File: config.mk
export PLATFORM = sky130hd
export DESIGN_NAME = gps_seconds_to_utc_calendar
export DESIGN_NICKNAME = d
export VERILOG_FILES = /design/src/gstuc_pkg.sv /design/src/gps_seconds_to_utc_calendar.sv
export SDC_FILE = /design/constraint.sdc
export NUM_CORES = 2
export LEC_CHECK = 0
export ABC_AREA = 1
export BUFFER_PORTS_ARGS = -buffer_cell sky130_fd_sc_hd__buf_4
export CORE_MARGIN = 2
export CORE_UTILIZATION = 55
export CTS_CLUSTER_SIZE = 20
export DETAILED_ROUTE_END_ITERATION = 10
export GPL_TIMING_DRIVEN = 0
export HOLD_SLACK_MARGIN = 0.1
export PLACE_DENSITY = 0.74
export SLEW_MARGIN = 20
export SYNTH_ARGS = -nofsm -noshare
export SYNTH_HDL_FRONTEND = slang
export SYNTH_SLANG_ARGS = --single-unit
File: constraint.sdc
create_clock -name clk -period 8.1 [get_ports clk]
set_input_delay 0.81 -clock clk [delete_from_list [all_inputs] [get_ports clk]]
set_output_delay 0.81 -clock clk [all_outputs]
set_load 0.01 [all_outputs]
File: src/gstuc_pkg.sv
// Shared types, constants and the microcode table for the GPS-to-UTC calendar block.
// No dependencies; imported by gps_seconds_to_utc_calendar.
`default_nettype none

package gstuc_pkg;

  // Field widths of the stream items
  localparam int unsigned GPS_W   = 32;
  localparam int unsigned LEAP_W  = 7;
  localparam int unsigned IN_W    = 40;   // 39 bits of fields, padded to bytes
  localparam int unsigned OUT_W   = 48;   // 46 bits of fields, padded to bytes

  // Working widths
  localparam int unsigned ACC_W   = 33;   // UTC second count since 1 Jan 1980
  localparam int unsigned QUO_W   = 16;   // largest quotient is the day count
  localparam int unsigned DIVR_W  = 17;   // widest divisor (seconds per day)
  localparam int unsigned PC_W    = 4;
  localparam int unsigned RDIV_W  = 26;   // widest pre-shifted dividend (UTC seconds / 128)
  localparam int unsigned RMUL_W  = 27;   // widest reciprocal
  localparam int unsigned PROD_W  = RDIV_W + RMUL_W;

  // Offset from GPS to UTC seconds: base leap count plus five days
  localparam logic [ACC_W-1:0] UTC_OFFSET = ACC_W'(19 + 5 * 86400);
  localparam logic [7:0]       YEAR_BASE  = 8'(1980 - 1900);
  localparam logic [7:0]       YEAR_LIMIT = 8'd255;
  localparam logic [3:0]       MONTH_LAST = 4'd11;
  localparam logic [3:0]       MONTH_FEB  = 4'd1;
  localparam logic [2:0]       EPOCH_WDAY = 3'd2;   // 1 Jan 1980 was a Tuesday

  // Reciprocals: quotient = ((x >> pre) * mul) >> post, exact over each dividend range.
  // Day: 86400 = 128 * 675; hour: 3600 = 16 * 225; minute: 60 = 4 * 15; week: 7.
  localparam logic [RMUL_W-1:0] RECIP_DAY  = RMUL_W'(((64'd1 << 36) + 64'd674) / 64'd675);
  localparam logic [RMUL_W-1:0] RECIP_HOUR = RMUL_W'(((64'd1 << 21) + 64'd224) / 64'd225);
  localparam logic [RMUL_W-1:0] RECIP_MIN  = RMUL_W'(((64'd1 << 14) + 64'd14) / 64'd15);
  localparam logic [RMUL_W-1:0] RECIP_WEEK = RMUL_W'(((64'd1 << 19) + 64'd6) / 64'd7);

  typedef enum logic [3:0] {
    OP_QUOT      = 4'd0,   // quotient by reciprocal multiply
    OP_REM       = 4'd1,   // subtract quotient times divisor
    OP_SAVE_DAYS = 4'd2,
    OP_SAVE_HOUR = 4'd3,
    OP_SAVE_MIN  = 4'd4,
    OP_SAVE_WDAY = 4'd5,
    OP_YEAR      = 4'd6,   // peel one year
    OP_MONTH     = 4'd7,   // peel one month
    OP_DONE      = 4'd8
  } op_t;

  typedef enum logic [1:0] {
    DV_DAY  = 2'd0,
    DV_HOUR = 2'd1,
    DV_MIN  = 2'd2,
    DV_WEEK = 2'd3
  } dsel_t;

  typedef struct packed {
    op_t             op;
    dsel_t           dsel;
    logic [PC_W-1:0] tgt;   // branch target while a loop step continues
  } ctrl_t;

  typedef struct packed {
    logic [2:0]        pre;
    logic [RMUL_W-1:0] mul;
    logic [5:0]        post;
  } recip_t;

  // Program addresses that loops branch back to
  localparam logic [PC_W-1:0] PC_START = 4'd0;
  localparam logic [PC_W-1:0] PC_YEAR  = 4'd12;
  localparam logic [PC_W-1:0] PC_MONTH = 4'd13;

  function automatic ctrl_t ucode(input logic [PC_W-1:0] pc);
    ctrl_t cw;
    cw = '{op: OP_DONE, dsel: DV_DAY, tgt: PC_START};
    case (pc)
      4'd0:  cw = '{op: OP_QUOT,      dsel: DV_DAY,  tgt: PC_START};
      4'd1:  cw = '{op: OP_REM,       dsel: DV_DAY,  tgt: PC_START};
      4'd2:  cw = '{op: OP_SAVE_DAYS, dsel: DV_DAY,  tgt: PC_START};
      4'd3:  cw = '{op: OP_QUOT,      dsel: DV_HOUR, tgt: PC_START};
      4'd4:  cw = '{op: OP_REM,       dsel: DV_HOUR, tgt: PC_START};
      4'd5:  cw = '{op: OP_SAVE_HOUR, dsel: DV_HOUR, tgt: PC_START};
      4'd6:  cw = '{op: OP_QUOT,      dsel: DV_MIN,  tgt: PC_START};
      4'd7:  cw = '{op: OP_REM,       dsel: DV_MIN,  tgt: PC_START};
      4'd8:  cw = '{op: OP_SAVE_MIN,  dsel: DV_MIN,  tgt: PC_START};
      4'd9:  cw = '{op: OP_QUOT,      dsel: DV_WEEK, tgt: PC_START};
      4'd10: cw = '{op: OP_REM,       dsel: DV_WEEK, tgt: PC_START};
      4'd11: cw = '{op: OP_SAVE_WDAY, dsel: DV_WEEK, tgt: PC_START};
      4'd12: cw = '{op: OP_YEAR,      dsel: DV_DAY,  tgt: PC_YEAR};
      4'd13: cw = '{op: OP_MONTH,     dsel: DV_DAY,  tgt: PC_MONTH};
      4'd14: cw = '{op: OP_DONE,      dsel: DV_DAY,  tgt: PC_START};
      default: cw = '{op: OP_DONE, dsel: DV_DAY, tgt: PC_START};
    endcase
    return cw;
  endfunction

  function automatic logic [DIVR_W-1:0] divisor(input dsel_t d);
    logic [DIVR_W-1:0] v;
    case (d)
      DV_DAY:  v = DIVR_W'(86400);
      DV_HOUR: v = DIVR_W'(3600);
      DV_MIN:  v = DIVR_W'(60);
      DV_WEEK: v = DIVR_W'(7);
      default: v = DIVR_W'(86400);
    endcase
    return v;
  endfunction

  function automatic recip_t recip(input dsel_t d);
    recip_t r;
    case (d)
      DV_DAY:  r = '{pre: 3'd7, mul: RECIP_DAY,  post: 6'd36};
      DV_HOUR: r = '{pre: 3'd4, mul: RECIP_HOUR, post: 6'd21};
      DV_MIN:  r = '{pre: 3'd2, mul: RECIP_MIN,  post: 6'd14};
      DV_WEEK: r = '{pre: 3'd0, mul: RECIP_WEEK, post: 6'd19};
      default: r = '{pre: 3'd7, mul: RECIP_DAY,  post: 6'd36};
    endcase
    return r;
  endfunction

  function automatic logic [4:0] month_len(input logic [3:0] m, input logic leap);
    logic [4:0] v;
    case (m)
      4'd0:  v = 5'd31;
      4'd1:  v = leap ? 5'd29 : 5'd28;
      4'd2:  v = 5'd31;
      4'd3:  v = 5'd30;
      4'd4:  v = 5'd31;
      4'd5:  v = 5'd30;
      4'd6:  v = 5'd31;
      4'd7:  v = 5'd31;
      4'd8:  v = 5'd30;
      4'd9:  v = 5'd31;
      4'd10: v = 5'd30;
      4'd11: v = 5'd31;
      default: v = 5'd31;
    endcase
    return v;
  endfunction

endpackage

`default_nettype wire

File: src/gps_seconds_to_utc_calendar.sv
// Top level: GPS seconds to UTC calendar date, driven by a microcoded sequencer.
// Depends on gstuc_pkg (microcode table, divisor, reciprocal and month-length tables).
//
//  Channel | Dir | Handshake          | Payload
//  --------+-----+--------------------+---------------------------------------------
//  s_*     | in  | s_tvalid/s_tready  | s_tdata: gps_seconds, leap_seconds
//  m_*     | out | m_tvalid/m_tready  | m_tdata: year .. second (one item per input)
//
// Steps: an item is accepted, then runs the reciprocal-divide and bookkeeping steps, a year
//   loop that peels whole years since 1980 and then leaves, a month loop that peels whole
//   months and then leaves, and a finish step; the year loop sets the length of an item.
// Reset: rst (synchronous) returns the sequencer to idle and empties the output register.
// Stalls: a new item is taken while a finished result waits in the output register; the
//   finish step holds until that register is free.
`default_nettype none

module gps_seconds_to_utc_calendar
  import gstuc_pkg::*;
(
  input  wire logic             clk,
  input  wire logic             rst,
  input  wire logic             s_tvalid,
  output logic                  s_tready,
  // s_tdata from bit 0: gps_seconds[31:0], leap_seconds[38:32], zero pad [39]
  input  wire logic [IN_W-1:0]  s_tdata,
  output logic                  m_tvalid,
  input  wire logic             m_tready,
  // m_tdata from bit 0: year_since_1900[7:0], month_index[11:8], day_of_month[16:12],
  // day_of_year[25:17], weekday[28:26], hour[33:29], minute[39:34], second[45:40],
  // zero pad [47:46]
  output logic [OUT_W-1:0]      m_tdata
);

  typedef enum logic [1:0] {
    ST_IDLE = 2'b01,
    ST_RUN  = 2'b10
  } state_t;

  state_t          state;
  logic [PC_W-1:0] pc;

  // Datapath registers
  logic [ACC_W-1:0] acc;      // running remainder
  logic [QUO_W-1:0] quo;      // quotient of the current division
  logic [QUO_W-1:0] days;     // day count, then days left in the year
  logic [QUO_W-1:0] dtot;     // whole days since 1 Jan 1980
  logic [7:0]       year;     // years since 1980
  logic [3:0]       month;
  logic [8:0]       doy;
  logic [2:0]       wday;
  logic [4:0]       hr;
  logic [5:0]       mn;
  logic [5:0]       sc;

  ctrl_t             cw;
  recip_t            rc;
  logic [RDIV_W-1:0] rdiv;
  logic [PROD_W-1:0] prod;
  logic [QUO_W-1:0]  qval;
  logic [ACC_W-1:0]  qprod;
  logic [8:0]        ylen;
  logic [4:0]        mlen;
  logic [3:0]        wsum;
  logic              out_free;
  logic              finish;
  logic              accept;
  logic [ACC_W-1:0]  utc;

  assign cw       = ucode(pc);
  assign out_free = !m_tvalid || m_tready;
  assign finish   = (state == ST_RUN) && (cw.op == OP_DONE) && out_free;
  assign s_tready = (state == ST_IDLE);
  assign accept   = s_tvalid && s_tready;

  // UTC seconds from 1 Jan 1980; never negative since the offset exceeds any leap count
  assign utc = ACC_W'(s_tdata[GPS_W-1:0]) + UTC_OFFSET
             - ACC_W'(s_tdata[GPS_W +: LEAP_W]);

  // Quotient by reciprocal multiply, then the remainder by subtracting quotient * divisor
  assign rc    = recip(cw.dsel);
  assign rdiv  = RDIV_W'(acc >> rc.pre);
  assign prod  = PROD_W'(rdiv) * PROD_W'(rc.mul);
  assign qval  = QUO_W'(prod >> rc.post);
  assign qprod = ACC_W'(quo) * ACC_W'(divisor(cw.dsel));

  assign ylen = (year[1:0] == 2'b00) ? 9'd366 : 9'd365;
  assign mlen = month_len(month, year[1:0] == 2'b00);
  assign wsum = {1'b0, acc[2:0]} + {1'b0, EPOCH_WDAY};

  always_ff @(posedge clk) begin
    if (rst) begin
      state    <= ST_IDLE;
      pc       <= PC_START;
      m_tvalid <= 1'b0;
    end else begin
      // load a finished result, else drop the one just taken
      if (finish) begin
        m_tvalid <= 1'b1;
      end else if (m_tvalid && m_tready) begin
        m_tvalid <= 1'b0;
      end
      case (state)
        ST_IDLE: begin
          if (accept) begin
            acc   <= utc;
            pc    <= PC_START;
            state <= ST_RUN;
          end
        end
        ST_RUN: begin
          case (cw.op)
            OP_QUOT: begin
              quo <= qval;
              pc  <= pc + 1'b1;
            end
            OP_REM: begin
              acc <= acc - qprod;
              pc  <= pc + 1'b1;
            end
            OP_SAVE_DAYS: begin
              days <= quo;
              dtot <= quo;
              pc   <= pc + 1'b1;
            end
            OP_SAVE_HOUR: begin
              hr <= quo[4:0];
              pc <= pc + 1'b1;
            end
            OP_SAVE_MIN: begin
              mn  <= quo[5:0];
              sc  <= acc[5:0];
              acc <= ACC_W'(dtot);   // reuse the divider for the weekday
              pc  <= pc + 1'b1;
            end
            OP_SAVE_WDAY: begin
              wday  <= (wsum >= 4'd7) ? 3'(wsum - 4'd7) : wsum[2:0];
              year  <= '0;
              month <= '0;
              pc    <= pc + 1'b1;
            end
            OP_YEAR: begin
              // a count equal to the year length rolls into the next year
              if (days < QUO_W'(ylen) || year == YEAR_LIMIT) begin
                doy <= days[8:0];
                pc  <= pc + 1'b1;
              end else begin
                days <= days - QUO_W'(ylen);
                year <= year + 1'b1;
                pc   <= cw.tgt;
              end
            end
            OP_MONTH: begin
              if (month == MONTH_LAST || days < QUO_W'(mlen)) begin
                pc <= pc + 1'b1;
              end else begin
                days  <= days - QUO_W'(mlen);
                month <= month + 1'b1;
                pc    <= cw.tgt;
              end
            end
            OP_DONE: begin
              // hold until the output register is free
              if (out_free) begin
                m_tdata  <= {2'b00, sc, mn, hr, wday, doy, 5'(days + 1'b1), month,
                             8'(year + YEAR_BASE)};
                pc       <= PC_START;
                state    <= ST_IDLE;
              end
            end
            default: begin
              pc    <= PC_START;
              state <= ST_IDLE;
            end
          endcase
        end
        default: begin
          state <= ST_IDLE;
          pc    <= PC_START;
        end
      endcase
    end
  end

  // Idle sequencer always sits at the program start
  a_idle_pc: assert property (@(posedge clk) disable iff (rst)
    (state == ST_IDLE) |-> (pc == PC_START))
    else $error("sequencer idle away from program start");

  // An accepted item starts the program
  a_accept_run: assert property (@(posedge clk) disable iff (rst)
    accept |=> (state == ST_RUN) && (pc == PC_START))
    else $error("accepted item did not start the sequencer");

  // Results leave with fields in range
  a_out_range: assert property (@(posedge clk) disable iff (rst)
    m_tvalid |-> (m_tdata[11:8] <= 4'd11) && (m_tdata[28:26] <= 3'd6)
                 && (m_tdata[33:29] <= 5'd23) && (m_tdata[39:34] <= 6'd59)
                 && (m_tdata[45:40] <= 6'd59))
    else $error("result field out of range");

  // Month loop never walks past December
  a_month: assert property (@(posedge clk) disable iff (rst)
    (state == ST_RUN && cw.op == OP_MONTH) |-> (month <= MONTH_LAST))
    else $error("month index past December");

endmodule

`default_nettype wire

# --- Yosys cells after proc, flatten, opt, wreduce, memory -nomap -nowiden ---
# Memories as Yosys holds them, arrays and structs flattened. A register that Yosys moved wholly into a read port is not among the register bits.
# Cells that the tools add are included.
op_classes:
  bitwise: 1
  n_shift: 2
  mux: 30
  addsub: 12
  magnitude_cmp: 3
  eq_ne: 26
  n_reduce_logical: 32
  mul: 2
op_table:
  columns: ["op", "count"]
  rows:
  - ["$pmux W36 S4", 1]
  - ["$pmux W33 S2", 2]
  - ["$pmux W17 S4", 1]
  - ["$mul A26 B27 Y53", 1]
  - ["$shr A53 B6 Y16", 1]
  - ["$pmux W16 S3", 1]
  - ["$add A32 B19 Y33 const B", 1]
  - ["$mul A16 B17 Y33", 1]
  - ["$mux W33", 1]
  - ["$shr A33 B3 Y26", 1]
  - ["$sub A33 B33 Y33", 1]
  - ["$sub A33 B7 Y33", 1]
  - ["$mux W16", 2]
  - ["$mux W4", 7]
  - ["$eq A4 B3 Y1 const B", 5]
  - ["$reduce_and A4 Y1", 5]
  - ["$reduce_and A3 Y1", 6]
  - ["$eq A4 B4 Y1 const B", 4]
  - ["$lt A16 B5 Y1", 1]
  - ["$lt A16 B9 Y1", 1]
  - ["$pmux W4 S2", 2]
  - ["$pmux W4 S4", 1]
  - ["$pmux W8 S2", 1]
  - ["$sub A16 B5 Y16", 1]
  - ["35 further kinds", 59]
word_totals:
  in_bits: 44
  mem_count: 1
  mem_bits_ro: 144
  regBits: 175
mem_list:
  columns: ["name", "depth", "width", "rd", "rd_ports_with_merged_regs", "wr", "line_no", "rtl"]
  rows:
  - ["(name not given)", 16, 9, 1, 1, 0, "gstuc_pkg.sv:76", "case (pc)"]

# --- Longest topological paths before layout ---
logic_depth:
  word_depth: 10
  mapped_depth: 50
  depth_no_buf: 45

# --- Worst setup path before layout ---
# OpenSTA, ideal clock, no wires.
synth_path:
  path_kind: "reg2reg"
  start: "register cw[5] (netlist name)"
  end: "register quo[3] (data pin)"
  t_required_ns: 7.848
  path_slack_ns: -0.058
  stages_incl_launch_ff: 46
  setup_ns: 0.252
  period_less_slack_ns: 8.158
  t_arrival_ns: 7.906
  cell_sequence: "dfxtp_1 clkbuf_1 clkbuf_1 inv_1 ha_1 buf_2 buf_2 nand2_1 inv_1 a21oi_1 nor2_1 o21ai_0 o21ai_0 inv_1 nor2_1 fa_1 inv_1 fa_1 [... 10 more ...] ha_1 nand2_1 inv_1 nand2_1 nand2_1 a21oi_1 nor2_1 nor2_1 nand2_1 nand2_1 nand2_1 nand2_1 nand3_1 nand2_1 nand2_1 nand4_1 and2_1 nand2_1"
synth_between:
  elab_chain_cells: 5
  word_cells_on_any_way: 8
synth_rtl:
  columns: ["item", "line_no", "rtl"]
  rows:
  - ["$eq A2 B2 Y1 (tied with other cells)", "gstuc_pkg.sv:111", "case (d)"]
  - ["$pmux W36 S4 *", "gstuc_pkg.sv:111", null]
  - ["$shr A33 B3 Y26", "gps_seconds_to_utc_calendar.sv:81", "assign rdiv = RDIV_W'(acc >> rc.pre);"]
  - ["$mul A26 B27 Y53", "gps_seconds_to_utc_calendar.sv:82", "assign prod = PROD_W'(rdiv) * PROD_W'(rc.mul);"]
  - ["$shr A53 B6 Y16 *", "gps_seconds_to_utc_calendar.sv:83", "assign qval = QUO_W'(prod >> rc.post);"]
  - ["net qval[3]", "gps_seconds_to_utc_calendar.sv:59", "logic [QUO_W-1:0] qval;"]
  - ["to (signal assigned)", "gps_seconds_to_utc_calendar.sv:113", "quo <= qval;"]
  - ["to (decl)", "gps_seconds_to_utc_calendar.sv:44", "logic [QUO_W-1:0] quo;"]
# Mark *: on every way through the listed nets, which the timed path passes. The rest lies on a longest branch. The select of a mux whose other input is x is not followed.
# A chain may end at the register's enable or synchronous reset.

# --- Final worst setup path ---
layout_path:
  start: "register cw[5] (netlist name)"
  end: "register quo[12] (data pin)"
layout_between:
  elab_chain_cells: 5
  word_cells_on_any_way: 8
layout_rtl:
  columns: ["item", "line_no"]
  rows:
  - ["$eq A2 B2 Y1 (tied with other cells)", "gstuc_pkg.sv:111"]
  - ["$pmux W36 S4 *", "gstuc_pkg.sv:111"]
  - ["$shr A33 B3 Y26", "gps_seconds_to_utc_calendar.sv:81"]
  - ["$mul A26 B27 Y53", "gps_seconds_to_utc_calendar.sv:82"]
  - ["$shr A53 B6 Y16 *", "gps_seconds_to_utc_calendar.sv:83"]
  - ["net qval[12]", "gps_seconds_to_utc_calendar.sv:59"]
# Marked as above.

==> results.ini <==
[detailed_routing]
m1WireLength_um = 51100
drc = 0
top_layer = met5
first_pass_iters = 9
routed_wl_um = 130000
dr_wl_met2_um = 55700
num_vias = 35700
drtIter0Drc = 4334
drt-wirelength-per-cell_um = 20.8
vias_per_cell = 5.71
ant_nets = 0
dr_wl_met3_um = 16100

[logic_synthesis]
avgSynthCellArea_um2 = 7.71
synthCells = 4986
synth-edff-count = 168
yosysMostFrequentCell = inv_1
synthTopCellsByArea = fa_1 (28%), ha_1 (16%), edfxtp_1 (13%)
async_flop_share_pct = 0
synthFlopType = edfxtp_1
ys_ff_latch = 183
synth_warnings = 0
syn-cell-area_um2 = 38400
synth_seq_area_share_pct = 13.9
netlist-cell-type-count = 58
yosysTopAreaCellShare_pct = 27.8
synthTopCellsByCount = inv_1 (1304), nand2_1 (927), fa_1 (534)
synth_area_leader_cell = fa_1

[min_path]
hp-start = sc[0]
min_path_type = flip-flop to flip-flop

[cts]
cts_buffers = 17
clockBufferDepth = 2
path_clk_slew_ns = 0.09
clkLatencyLatePin_ns = 0.47
hold_buffers = 0
cts_tree = built
htree_num_levels = 4
root_buffer = clkbuf_16
clkSinkCount = 183

[timing]
slew_viol_final = 0
slew_headroom_pct = 26.9
hold_viol_final = 0
fin_crit_ns = 8.46
fin_ws_ns = -0.357
skew_ns = 0.0352
setup_viol = 16
timing.final.crit_share_pct = 104
timing.hold.ws_ns = 0.406
max_freq_mhz = 118
grt_setup_unrepaired = yes
tightest_slew_ns = 1.09

[global_route]
antenna_found_initial = 1
grt_pass1_vias = 34200
gr-total-overflow = 0
grt_max_degree = 34
grt_pass1_wl_um = 192000
grt_use_total_pct = 35.4

[worst_setup_path]
crit_type = flip-flop to flip-flop
crit_path_start_kind = flip-flop
cpMaxStageDelayCell = fa_1
end_kind = flip-flop
r2r_start = cw[5]
required_ns = 8.32
slowest_delay_ns = 0.54
critPathArrivalTime_ns = 8.68
crit_path_frequent_cell = fa_1
startpoint = cw[5]
cp_max_fo = 10

[floorplan]
dieArea_um2 = 72000
dieWidth_um = 268
io_pins = 94
start_util_pct = 55.7
die_height_um = 268
num_rows = 96
core_um2 = 68900

[layout]
fillers = 5567
layout-drive-gt1-share_pct = 19.6
final_util_pct = 67.0
nets = 6389
regArea_um2 = 5350
multiInputGateArea_um2 = 31000
area_growth_syn_to_layout_pct = 20.1

[place]
io_buffers = 90
place.gp.congestion = 1.03
dp_hpwl_um = 102000
post-place-ws_ns = -2.86

[outcome]
status = finished with violations
violations = negative setup slack

[run]
drv_cap = 0

metrics by stage:
stage	cell area (um2)	setup TNS [ns]	instances
6_report	46200	-4.65	6259
3_3_place_gp	40400	-42.53	6028
3_5_place_dp	40400	-43.74	6034
5_1_grt	46200	-6.49	6258
2_1_floorplan	38500	0	5007
4_1_cts	44200	-0.0181	6192
worst max-delay path, delay by kind of cell (launching register included):
kind | cells | cell delay (ns)
and+or+nand+nor | 17 | 1.97
DFF | 1 | 0.39
buffers and inverters | 10 | 1.26
AOI/OAI and AO/OA | 3 | 0.63
adders and majority gates | 9 | 3.95
repair_timing:
action                                  CTS  global route
buffers inserted                        126            67
gates resized for setup                 591           386
endpoints found under the setup margin   19            16
pin swaps                               134           174
endpoints found under the hold margin     0             0
gates cloned                              3             0
flip-flops by register name, indices dropped and copies added (netlist names):
signal / count
mn: 6
days: 16
state: 2
doy: 9
month: 4
year: 8
hr: 5
sc: 6
wday: 3
m_tvalid: 1
quo: 16
cw: 8
m_tdata: 46
acc: 33
pc: 4
dtot: 16
layout by cell type (no fill, tap or decap), drive strengths merged, types with 4 or more instances in the layout:
| cell | synthesis | final |
|---|---|---|
| clkinvlp | 0 | 9 |
| buf | 30 | 324 |
| nand3b | 10 | 10 |
| xor2 | 28 | 28 |
| o221ai | 8 | 8 |
| o211ai | 19 | 19 |
| a21boi | 5 | 5 |
| or2 | 18 | 18 |
| o21ai | 187 | 187 |
| a21oi | 193 | 193 |
| nor3 | 26 | 26 |
| clkinv | 4 | 12 |
| edfxtp | 168 | 168 |
| a221oi | 4 | 4 |
| o21bai | 10 | 10 |
| nand2 | 939 | 939 |
| conb | 2 | 23 |
| dfxtp | 15 | 15 |
| nand3 | 378 | 378 |
| inv | 1314 | 1311 |
| a21o | 10 | 10 |
| nor2 | 401 | 401 |
| ha | 497 | 497 |
| xnor2 | 24 | 24 |
| o21a | 12 | 12 |
| clkbuf | 65 | 76 |
| nand4 | 54 | 54 |
| a31oi | 6 | 6 |
| fa | 534 | 534 |
| o22ai | 6 | 6 |
area by class of cell:
cell class	instances	share of cell area (%)
timing repair buffer	291	5.30
buffer	92	1.39
tap	931	2.52
clock buffer	18	0.929
multi-input combinational	3411	67.1
sequential	183	11.6
clock inverter	14	0.331
inverter	1318	10.9
antenna	1	0.00542
final timing paths:
kind / slack, ns / end / depth (start not counted)
min reg2reg: 0.41 / m_tdata[40] / 0
max reg2reg: -0.36 / quo[12] / 39
min: 0.41 / m_tdata[40] / 0
max: -0.36 / quo[12] / 39
kinds of logic after synthesis:
logic type	Yosys count	share of synthesized area, %
XOR/XNOR	52	1.19
adder cells (fa/ha/maj)	1031	44.0
flip-flops	183	13.9
AO/OA/AOI/OAI	471	6.82
AND/OR/NAND/NOR	1833	20.2
multiplexers	1	0.0260
buffers and inverters	1413	13.9
other	2	0.0195
metal layers:
metal / global-route usage (%) / vias up
li1: - / 16000
met1: 48.8 / 17000
met2: 52.7 / 2198
met3: 9.86 / 507
met4: 14.1 / 4
met5: 0 / -
Power is left out: the tool's default activity adds up to more than one toggle a clock period on the data nets, which glitch-free logic cannot reach.
